<file path="src/rtl/core/mp1p_pkg.sv">
// Shared types and constants for the 1-D padded max-pool core.
// No dependencies; imported by every module of the core.
package mp1p_pkg;

    localparam int DATA_W     = 32;
    localparam int IDX_W      = 16;
    localparam int POS_W      = 17;
    localparam int WINDOW_MAX = 16;
    localparam int PAD_MAX    = 15;
    localparam int WIN_W      = 5;
    localparam int STEP_W     = 5;
    localparam int PAD_W      = 4;
    localparam int CFG_IDX_W  = 2;
    localparam int CFG_DATA_W = 5;
    localparam int RES_MAX    = 16;
    localparam int CNT_W      = $clog2(RES_MAX + 1);

    // -999999.0 in Q24.8
    localparam logic signed [DATA_W-1:0] PAD_VALUE = -32'sd255999744;

    typedef enum logic [CFG_IDX_W-1:0] {
        CFG_PAD    = 2'd0,
        CFG_WINDOW = 2'd1,
        CFG_STEP   = 2'd2
    } cfg_reg_t;

    // Max token walking down the cell chain
    typedef struct packed {
        logic                     valid;
        logic [WIN_W-1:0]         rem;
        logic signed [DATA_W-1:0] best;
    } tok_t;

    typedef struct packed {
        logic                     shift;
        logic signed [DATA_W-1:0] value;
        tok_t                     tok;
    } chain_ctl_t;

endpackage

</file>
<file path="src/rtl/core/max_pool_1d_padded_core.sv">
// Streaming 1-D max pool with padding and stride: top level.
// Each item is stored as up to 31 chain elements with padding; for every
//   completed window the max token walks all 16 history cells while the
//   chain holds still.
// One item in flight; results leave through a one-deep output register.
// Reset: async active low; config returns to pad 0, window 2, step 2.
module max_pool_1d_padded_core
    import mp1p_pkg::*;
(
    input  logic                     clk,
    input  logic                     rst_n,
    input  logic                     cfg_we,
    input  logic [CFG_IDX_W-1:0]     cfg_index,
    input  logic [CFG_DATA_W-1:0]    cfg_data,
    input  logic                     in_valid,
    output logic                     in_ready,
    input  logic signed [DATA_W-1:0] sample,
    input  logic                     last_sample,
    output logic                     out_valid,
    input  logic                     out_ready,
    output logic [IDX_W-1:0]         window_index,
    output logic signed [DATA_W-1:0] window_max,
    output logic                     final_window
);

    chain_ctl_t               chain_ctl;
    logic signed [DATA_W-1:0] cell_val [WINDOW_MAX];
    tok_t                     cell_tok [WINDOW_MAX];

    mp1p_ctrl u_ctrl (
        .clk          (clk),
        .rst_n        (rst_n),
        .cfg_we       (cfg_we),
        .cfg_index    (cfg_index),
        .cfg_data     (cfg_data),
        .in_valid     (in_valid),
        .in_ready     (in_ready),
        .sample       (sample),
        .last_sample  (last_sample),
        .out_valid    (out_valid),
        .out_ready    (out_ready),
        .window_index (window_index),
        .window_max   (window_max),
        .final_window (final_window),
        .chain_ctl    (chain_ctl),
        .chain_tok    (cell_tok[WINDOW_MAX-1])
    );

    // cell 0 holds the newest element
    for (genvar k = 0; k < WINDOW_MAX; k++)
    begin : g_cell
        if (k == 0)
        begin : g_head
            mp1p_cell u_cell (
                .clk     (clk),
                .rst_n   (rst_n),
                .shift   (chain_ctl.shift),
                .val_in  (chain_ctl.value),
                .tok_in  (chain_ctl.tok),
                .val_out (cell_val[k]),
                .tok_out (cell_tok[k])
            );
        end
        else
        begin : g_body
            mp1p_cell u_cell (
                .clk     (clk),
                .rst_n   (rst_n),
                .shift   (chain_ctl.shift),
                .val_in  (cell_val[k-1]),
                .tok_in  (cell_tok[k-1]),
                .val_out (cell_val[k]),
                .tok_out (cell_tok[k])
            );
        end
    end

endmodule

</file>
<file path="src/rtl/core/mp1p_cell.sv">
// One storage cell of the history chain: holds an element, shifts it on,
// and folds its element into a passing max token. Depends on mp1p_pkg.
module mp1p_cell
    import mp1p_pkg::*;
(
    input  logic                     clk,
    input  logic                     rst_n,
    input  logic                     shift,
    input  logic signed [DATA_W-1:0] val_in,
    input  tok_t                     tok_in,
    output logic signed [DATA_W-1:0] val_out,
    output tok_t                     tok_out
);

    logic signed [DATA_W-1:0] value_reg;
    logic                     tok_valid_reg;
    logic [WIN_W-1:0]         tok_rem_reg;
    logic signed [DATA_W-1:0] tok_best_reg;
    tok_t                     tok_next;

    always_comb
    begin
        tok_next = tok_in;
        if (tok_in.valid && tok_in.rem != '0)
        begin
            if (value_reg > tok_in.best)
                tok_next.best = value_reg;
            tok_next.rem = tok_in.rem - 1'b1;
        end
    end

    always_ff @(posedge clk)
    begin
        if (shift)
            value_reg <= val_in;
        tok_rem_reg  <= tok_next.rem;
        tok_best_reg <= tok_next.best;
    end

    always_ff @(posedge clk or negedge rst_n)
    begin
        if (!rst_n)
            tok_valid_reg <= 1'b0;
        else
            tok_valid_reg <= tok_next.valid;
    end

    assign val_out = value_reg;
    assign tok_out = {tok_valid_reg, tok_rem_reg, tok_best_reg};

endmodule

</file>
<file path="src/rtl/core/mp1p_ctrl.sv">
// Sequencer for the padded max-pool core: config registers, padding,
// window bookkeeping, result staging and output register. Depends on mp1p_pkg.
module mp1p_ctrl
    import mp1p_pkg::*;
(
    input  logic                     clk,
    input  logic                     rst_n,
    input  logic                     cfg_we,
    input  logic [CFG_IDX_W-1:0]     cfg_index,
    input  logic [CFG_DATA_W-1:0]    cfg_data,
    input  logic                     in_valid,
    output logic                     in_ready,
    input  logic signed [DATA_W-1:0] sample,
    input  logic                     last_sample,
    output logic                     out_valid,
    input  logic                     out_ready,
    output logic [IDX_W-1:0]         window_index,
    output logic signed [DATA_W-1:0] window_max,
    output logic                     final_window,
    output chain_ctl_t               chain_ctl,
    input  tok_t                     chain_tok
);

    typedef enum logic [2:0] {
        ST_IDLE,
        ST_STORE,
        ST_SCAN,
        ST_EMIT,
        ST_FLUSH
    } state_t;

    typedef enum logic [1:0] {
        PH_PRE,
        PH_SAMPLE,
        PH_POST
    } phase_t;

    logic [PAD_W-1:0]  pad_reg;
    logic [WIN_W-1:0]  win_reg;
    logic [STEP_W-1:0] step_reg;

    state_t                   state_reg;
    phase_t                   phase_reg;
    logic [PAD_W-1:0]         pads_left_reg;
    logic signed [DATA_W-1:0] sample_reg;
    logic                     last_reg;
    logic                     in_seq_reg;
    logic [POS_W-1:0]         pos_reg;
    logic [POS_W-1:0]         nwe_reg;
    logic [IDX_W-1:0]         wins_reg;
    logic [CNT_W-1:0]         cnt_reg;
    logic [IDX_W-1:0]         res_idx_reg;
    logic signed [DATA_W-1:0] res_max_reg;
    logic                     pend_valid_reg;
    logic [IDX_W-1:0]         pend_idx_reg;
    logic signed [DATA_W-1:0] pend_max_reg;
    logic                     out_valid_reg;
    logic [IDX_W-1:0]         out_idx_reg;
    logic signed [DATA_W-1:0] out_max_reg;
    logic                     out_final_reg;
    logic                     launch_valid_reg;
    logic [WIN_W-1:0]         launch_rem_reg;
    logic signed [DATA_W-1:0] launch_best_reg;

    logic [WIN_W-1:0]  win_eff;
    logic [STEP_W-1:0] step_eff;
    logic [PAD_W-1:0]  pad_eff;
    logic              hit;
    logic              out_free;
    logic              out_load;
    logic              adv_done;
    phase_t            adv_phase;
    logic [PAD_W-1:0]  adv_pads;
    state_t            adv_state;

    always_ff @(posedge clk or negedge rst_n)
    begin
        if (!rst_n)
        begin
            pad_reg  <= '0;
            win_reg  <= WIN_W'(2);
            step_reg <= STEP_W'(2);
        end
        else if (cfg_we)
        begin
            unique case (cfg_reg_t'(cfg_index))
                CFG_PAD:    pad_reg  <= cfg_data[PAD_W-1:0];
                CFG_WINDOW: win_reg  <= cfg_data[WIN_W-1:0];
                CFG_STEP:   step_reg <= cfg_data[STEP_W-1:0];
                default:    ;
            endcase
        end
    end

    always_comb
    begin
        if (win_reg == '0)
            win_eff = WIN_W'(1);
        else if (win_reg > WIN_W'(WINDOW_MAX))
            win_eff = WIN_W'(WINDOW_MAX);
        else
            win_eff = win_reg;
        step_eff = (step_reg == '0) ? STEP_W'(1) : step_reg;
        pad_eff  = (pad_reg > PAD_W'(PAD_MAX)) ? PAD_W'(PAD_MAX) : pad_reg;
    end

    assign hit      = (pos_reg == nwe_reg);
    assign out_free = !out_valid_reg || out_ready;
    // staged result moves into the output register this cycle
    assign out_load = pend_valid_reg && out_free
                      && ((state_reg == ST_EMIT && cnt_reg < CNT_W'(RES_MAX))
                          || state_reg == ST_FLUSH);

    // what comes after the element just handled
    always_comb
    begin
        adv_done  = 1'b0;
        adv_phase = phase_reg;
        adv_pads  = pads_left_reg;
        unique case (phase_reg)
            PH_PRE:
            begin
                if (pads_left_reg > PAD_W'(1))
                    adv_pads = pads_left_reg - 1'b1;
                else
                    adv_phase = PH_SAMPLE;
            end
            PH_SAMPLE:
            begin
                if (last_reg && pad_eff != '0)
                begin
                    adv_phase = PH_POST;
                    adv_pads  = pad_eff;
                end
                else
                    adv_done = 1'b1;
            end
            PH_POST:
            begin
                if (pads_left_reg > PAD_W'(1))
                    adv_pads = pads_left_reg - 1'b1;
                else
                    adv_done = 1'b1;
            end
            default: adv_done = 1'b1;
        endcase
        adv_state = adv_done ? ST_FLUSH : ST_STORE;
    end

    always_ff @(posedge clk or negedge rst_n)
    begin
        if (!rst_n)
        begin
            state_reg        <= ST_IDLE;
            phase_reg        <= PH_SAMPLE;
            pads_left_reg    <= '0;
            last_reg         <= 1'b0;
            in_seq_reg       <= 1'b0;
            pos_reg          <= '0;
            nwe_reg          <= POS_W'(1);
            wins_reg         <= '0;
            cnt_reg          <= '0;
            pend_valid_reg   <= 1'b0;
            out_valid_reg    <= 1'b0;
            out_final_reg    <= 1'b0;
            launch_valid_reg <= 1'b0;
        end
        else
        begin
            launch_valid_reg <= (state_reg == ST_STORE) && hit;
            if (out_load)
                out_valid_reg <= 1'b1;
            else if (out_ready)
                out_valid_reg <= 1'b0;

            unique case (state_reg)
                ST_IDLE:
                begin
                    if (in_valid)
                    begin
                        last_reg  <= last_sample;
                        cnt_reg   <= '0;
                        phase_reg <= (!in_seq_reg && pad_eff != '0) ? PH_PRE : PH_SAMPLE;
                        if (!in_seq_reg)
                        begin
                            pos_reg  <= '0;
                            nwe_reg  <= POS_W'(win_eff - 1'b1);
                            wins_reg <= '0;
                            if (pad_eff != '0)
                                pads_left_reg <= pad_eff;
                        end
                        state_reg <= ST_STORE;
                    end
                end
                ST_STORE:
                begin
                    pos_reg <= pos_reg + 1'b1;
                    if (hit)
                    begin
                        res_idx_reg <= wins_reg;
                        if (wins_reg != '1)
                            wins_reg <= wins_reg + 1'b1;
                        nwe_reg   <= nwe_reg + POS_W'(step_eff);
                        state_reg <= ST_SCAN;
                    end
                    else
                    begin
                        phase_reg     <= adv_phase;
                        pads_left_reg <= adv_pads;
                        state_reg     <= adv_state;
                    end
                end
                ST_SCAN:
                begin
                    if (chain_tok.valid)
                        state_reg <= ST_EMIT;
                end
                ST_EMIT:
                begin
                    priority if (cnt_reg >= CNT_W'(RES_MAX))
                    begin
                        // window counted but dropped
                        phase_reg     <= adv_phase;
                        pads_left_reg <= adv_pads;
                        state_reg     <= adv_state;
                    end
                    else if (!pend_valid_reg || out_free)
                    begin
                        if (pend_valid_reg)
                        begin
                            out_idx_reg   <= pend_idx_reg;
                            out_max_reg   <= pend_max_reg;
                            out_final_reg <= 1'b0;
                        end
                        pend_valid_reg <= 1'b1;
                        pend_idx_reg   <= res_idx_reg;
                        pend_max_reg   <= res_max_reg;
                        cnt_reg        <= cnt_reg + 1'b1;
                        phase_reg      <= adv_phase;
                        pads_left_reg  <= adv_pads;
                        state_reg      <= adv_state;
                    end
                    else
                        state_reg <= ST_EMIT;
                end
                ST_FLUSH:
                begin
                    if (!pend_valid_reg || out_free)
                    begin
                        if (pend_valid_reg)
                        begin
                            out_idx_reg   <= pend_idx_reg;
                            out_max_reg   <= pend_max_reg;
                            out_final_reg <= last_reg;
                        end
                        pend_valid_reg <= 1'b0;
                        in_seq_reg     <= !last_reg;
                        state_reg      <= ST_IDLE;
                    end
                end
                default: state_reg <= ST_IDLE;
            endcase
        end
    end

    // payload registers, no reset
    always_ff @(posedge clk)
    begin
        if (state_reg == ST_IDLE && in_valid)
            sample_reg <= sample;
        if (state_reg == ST_SCAN && chain_tok.valid)
            res_max_reg <= chain_tok.best;
        if (state_reg == ST_STORE)
        begin
            launch_rem_reg  <= win_eff;
            launch_best_reg <= PAD_VALUE;
        end
    end

    assign in_ready        = (state_reg == ST_IDLE);
    assign out_valid       = out_valid_reg;
    assign window_index    = out_idx_reg;
    assign window_max      = out_max_reg;
    assign final_window    = out_final_reg;
    assign chain_ctl.shift = (state_reg == ST_STORE);
    assign chain_ctl.value = (phase_reg == PH_SAMPLE) ? sample_reg : PAD_VALUE;
    assign chain_ctl.tok   = {launch_valid_reg, launch_rem_reg, launch_best_reg};

`ifndef NO_ASSERTIONS
    // a staged result must be handed off before the next transfer is taken
    a_idle_clean: assert property (@(posedge clk) disable iff (!rst_n)
        in_ready |-> !pend_valid_reg)
        else $error("staged result left behind at idle");

    a_cnt_cap: assert property (@(posedge clk) disable iff (!rst_n)
        cnt_reg <= CNT_W'(RES_MAX))
        else $error("per-item result count overflow");

    // token only arrives while the chain is frozen for a scan
    a_tok_scan: assert property (@(posedge clk) disable iff (!rst_n)
        chain_tok.valid |-> state_reg == ST_SCAN)
        else $error("max token out of step with sequencer");

    a_accept_store: assert property (@(posedge clk) disable iff (!rst_n)
        (in_valid && in_ready) |=> state_reg == ST_STORE)
        else $error("accepted transfer not processed");
`endif

endmodule
</file>
<file path="config.mk">
export PLATFORM = sky130hd
export DESIGN_NAME = max_pool_1d_padded_core
export DESIGN_NICKNAME = d
export VERILOG_FILES = /design/src/rtl/core/mp1p_pkg.sv /design/src/rtl/core/max_pool_1d_padded_core.sv /design/src/rtl/core/mp1p_cell.sv /design/src/rtl/core/mp1p_ctrl.sv
export SDC_FILE = /design/constraint.sdc
export NUM_CORES = 2
export LEC_CHECK = 0
export BUFFER_PORTS_ARGS = -buffer_cell sky130_fd_sc_hd__buf_2
export CORE_MARGIN = 1
export CORE_UTILIZATION = 35
export CTS_CLUSTER_SIZE = 12
export DETAILED_ROUTE_END_ITERATION = 10
export SYNTH_ARGS = -nofsm -noshare
export SYNTH_HDL_FRONTEND = slang
export SYNTH_HIERARCHICAL = 1
export SYNTH_SLANG_ARGS = --single-unit
export TNS_END_PERCENT = 30
</file>
<file path="constraint.sdc">
create_clock -name clk -period 40.9 [get_ports clk]
set_clock_uncertainty 0.05 [all_clocks]
set_input_delay 8.18 -clock clk [delete_from_list [all_inputs] [get_ports clk]]
set_output_delay 8.18 -clock clk [all_outputs]
set_load 0.05 [all_outputs]
</file>
== Word-level counts from Yosys, hierarchy flattened ==
Index checks and enable logic that the tools add are counted.
Word-level totals
  register bits after elaboration: 1380
  bits in latches: 0
  RAM bits: 0
  bits in read-only memories: 0
  logic and storage cells: 332
  memories kept: 0
Operators by class
  add/subtract/negate cells: 21
  multipliers: 0
  div/mod/pow operators: 0
  magnitude comparators: 21
  equal/unequal tests: 23
  shift-type cells: 0
  multiplexer cells: 102
  bitwise operators: 1
  reductions and logical operators: 77
Operator list (count)
  two-way mux 32 bit: 20
  two-way mux 37 bit: 15
  greater-than comparator 32 bit: 15
  two-way mux 16 bit: 7
  two-way mux 17 bit: 5
  nonzero test 5 bit: 16
  subtractor 5 x 1 -> 5 bit (second input constant): 15
  case mux 17 bit (2 select lines): 2
  case mux 16 bit (2 select lines): 2
  case mux 32 bit (2 select lines): 1
  two-way mux 4 bit: 9
  greater-than comparator 32 x 29 -> 1 bit (second input constant): 1
  two-way mux 5 bit: 6
  logical AND 1 bit: 24
  two-way mux 3 bit: 7
  AND reduction 4 bit: 5
  adder 17 x 1 -> 17 bit (second input constant): 1
  adder 17 x 5 -> 17 bit: 1
  equality test 17 bit: 1
  adder 16 x 1 -> 16 bit (second input constant): 1
  inequality test 16 bit (second input constant): 1
  inequality test 2 bit (second input constant): 8
  case mux 3 bit (5 select lines): 1
  two-way mux 1 bit: 13
  other kinds (37): 68

== Logic depth before layout (Yosys ltp) ==
  depth after elaboration: 10
  gate-level depth with buffers: 11

== Modules after synthesis ==
The synthesis kept the hierarchy.
Modules (own cells, without submodules)
  mp1p_cell: instances 16, cells each 476, area an instance 4769.6 sq um, seq. area each 1726.7 sq um
  mp1p_ctrl: instances 1, cells each 771, area an instance 10787.8 sq um, seq. area each 7542.2 sq um

== Worst setup path before layout ==
No wires, ideal clock.
  path kind: reg-to-reg
  start: reg u_ctrl.state_reg[2]
  end: reg u_ctrl.pos_reg[1]
  library setup time: 123 ps
  data arrival time: 16381 ps
  setup slack: 24346 ps
  cell stages (with the launch flop): 8
  period minus slack after synthesis: 16554 ps
  path through: dfrtp_1 > buf_6 > nor2b_2 > buf_4 > nand2_4 > inv_2 > buf_1 > a22o_1
RTL lines
  start: declaration: line mp1p_ctrl.sv:42  | state_t state_reg;
  start signal: assignment: line mp1p_ctrl.sv:210  | state_reg <= adv_state;
  start signal: assignment: line mp1p_ctrl.sv:225  | state_reg <= adv_state;
  start signal: assignment: line mp1p_ctrl.sv:241  | state_reg <= adv_state;
  end signal: assignment: line mp1p_ctrl.sv:197  | pos_reg <= pos_reg + 1'b1;
  end: declaration: line mp1p_ctrl.sv:48  | logic [POS_W-1:0] pos_reg;

== Final worst setup path ==
  start: reg u_ctrl.state_reg[2]
  end: out in_ready
Between the ends
  word-level cells in the longest chain between the ends: 1
Ends and longest elaborated chain
  zero test 3 bit: line mp1p_ctrl.sv:280  | assign in_ready = (state_reg == ST_IDLE);
  end: declaration: line max_pool_1d_padded_core.sv:16  | output logic in_ready,
Every way passes these cells.

==> reports/summary.txt <==
Status: completed
TritonCTS Sinks: 1380
Initial antenna violation count: 10
Final net count: 8501
Max_slew headroom: 6.81%
Synthesis Warnings: 6
Post-route insts no fill: 11400
CTS tree: done
Iter 0 DRT Violations: 6487
First-pass GRT wire length: 378 mm
Max VDD drop: 71.0 µV
CP max stage delay: 490 ps
Final Setup Violations: 0
Routed vias: 69962
1st-pass router iterations: 6
Worst EP required: 32670 ps
Initial Util: 35.3%
Slew @ Worst Pin: 1400 ps
Leakage power: 36.8 nW
RSZ-0062 raised after global routing: no
Clock-pin slew on the worst setup and hold paths: 60 ps
CP Capture Type: primary output
Syn Area/Cell: 10.4 µm²
Vias in the first global route: 66485
Max_cap viols: 0
Largest net degree at the start of global routing: 156
Post-DP HPWL: 159 mm
Die X-Extent: 500 µm
Num rows: 182
Cell chain of the critical path: nor3_2, buf_2
Worst setup SP type: flop
Cts hold-fix bufs: 0
Via density: 6.14
Gr usage total: 18.3%
RD Place Congestion: 0.835
Fill cell count: 23867
PostCTS Resize Cnt: 0
Clock tree buffer depth: 3
Min Tclk post-route: 10270 ps
Layout area overhead: 8.92%
Synthesized netlist cell count: 8373
Setup TNS: 0 ps
Post-DRT Antenna Nets: 0
Root Buffer: clkbuf_16
Num ports: 96
Hold Path Class: flop to flop
Port Buf Inserts: 95
Final Cycle Share: 25.1%
Die area: 0.250 mm²
WP buf/inv: 1
Share of cells above drive strength 1: 14.3%
Worst-Skew Late Latency: 840 ps
CTS buffer count: 158
Power Dens Cells: 76.8 mW/mm²
Core Area: 0.246 mm²
Routed wire length per instance: 21.1 µm
CP Data Arrival Time: 2040 ps
CP top delay family: flip-flops
DRC viols: 0
Setup repair bufs after CTS: 0
Drt total wl: 241 mm
Crit-path max FO: 10
Post-Syn Area: 0.0869 mm²
Fmax: 97.4 MHz
Crit Path Category: flop to primary output
CP max-delay cell: dfrtp_1
Final hold vios: 0
Max Slew Vio Count: 0
CTS H-Tree Depth: 4
# placed instances: 11067
Total gr overflow: 0
Die Span Y: 500 µm
-- final cells by class --
type / instances / area, µm² / share of cell area (%)
clock buffer: 226 / 4520 / 4.77
tap: 3312 / 4140 / 4.38
multi-input combinational: 5531 / 46000 / 48.5
timing repair buffer: 245 / 1620 / 1.71
antenna: 36 / 90.1 / 0.0951
clock inverter: 71 / 1030 / 1.08
sequential: 1380 / 35100 / 37.0
inverter: 599 / 2260 / 2.38
-- cell usage in the layout (no fill, tap or decap), types with 34 or more instances in the layout --
master,instances
o2111ai_1,549
a41oi_1,515
dfrtp_1,96
dfxtp_1,587
o21a_1,34
nand2_1,680
a22oi_1,517
nor3_1,37
or4_1,44
buf_4,149
edfxtp_1,693
diode_2,36
clkbuf_1,43
a21oi_1,243
nand2b_1,520
nor2_1,72
o2111ai_2,480
clkbuf_16,164
inv_1,596
nand4b_1,512
o21ai_0,93
nand3_1,65
buf_2,94
ha_1,524
xnor2_1,69
nand4_1,125
-- worst reg2reg max path: cells and delay by family (launching register included) --
family,cells,cell delay (ps)
buf+inv,5,4180
flops,1,570
simple gates,2,720
-- stage by stage --
step | hold slack [ps] | total power, mW | setup WS [ps] | util [%] | area, µm²
2_1_floorplan | 336 | 5.15 | 24350 | - | 87100
3_3_place_gp | 323 | 5.59 | 30390 | 36.1 | 89100
3_5_place_dp | 319 | 5.77 | 30340 | 36.1 | 89100
4_1_cts | 348 | 7.28 | 30560 | 38.4 | 94600
5_1_grt | 356 | 7.74 | 30470 | 38.4 | 94700
6_report | 340 | 7.27 | 30630 | 38.4 | 94700
-- worst paths after layout --
kind | to | depth (start not counted) | from | slack, ps
max | in_ready | 2 | u_ctrl/state_reg[2] | 30630
min | g_cell[15].g_body.u_cell/tok_valid_reg | 0 | g_cell[14].g_body.u_cell/tok_valid_reg | 340
max reg2reg | g_cell[10].g_body.u_cell/val_out[31] | 7 | u_ctrl/state_reg[0] | 34900
min reg2reg | g_cell[15].g_body.u_cell/tok_valid_reg | 0 | g_cell[14].g_body.u_cell/tok_valid_reg | 340
max in group asynchronous | g_cell[5].g_body.u_cell/tok_valid_reg | 1 | rst_n | 32700
min in group asynchronous | u_ctrl/cnt_reg[4] | 1 | rst_n | 7390
-- power by group --
part	total (mW)	switching (mW)	internal, mW
Sequential	2.80	0.648	2.15
Combinational	2.99	1.84	1.16
Clock	1.48	0.615	0.865
-- layer usage --
layer / up-vias / global-route usage [%] / share of wire (%)
met2: 2207 / 31.2 / 49
met5: - / 0 / 0
met1: 34919 / 23.3 / 42
met3: 458 / 2.01 / 4.4
li1: 32378 / - / -
met4: 0 / 7.49 / 3.8
Note: power is estimated with default switching activity, not from simulation.
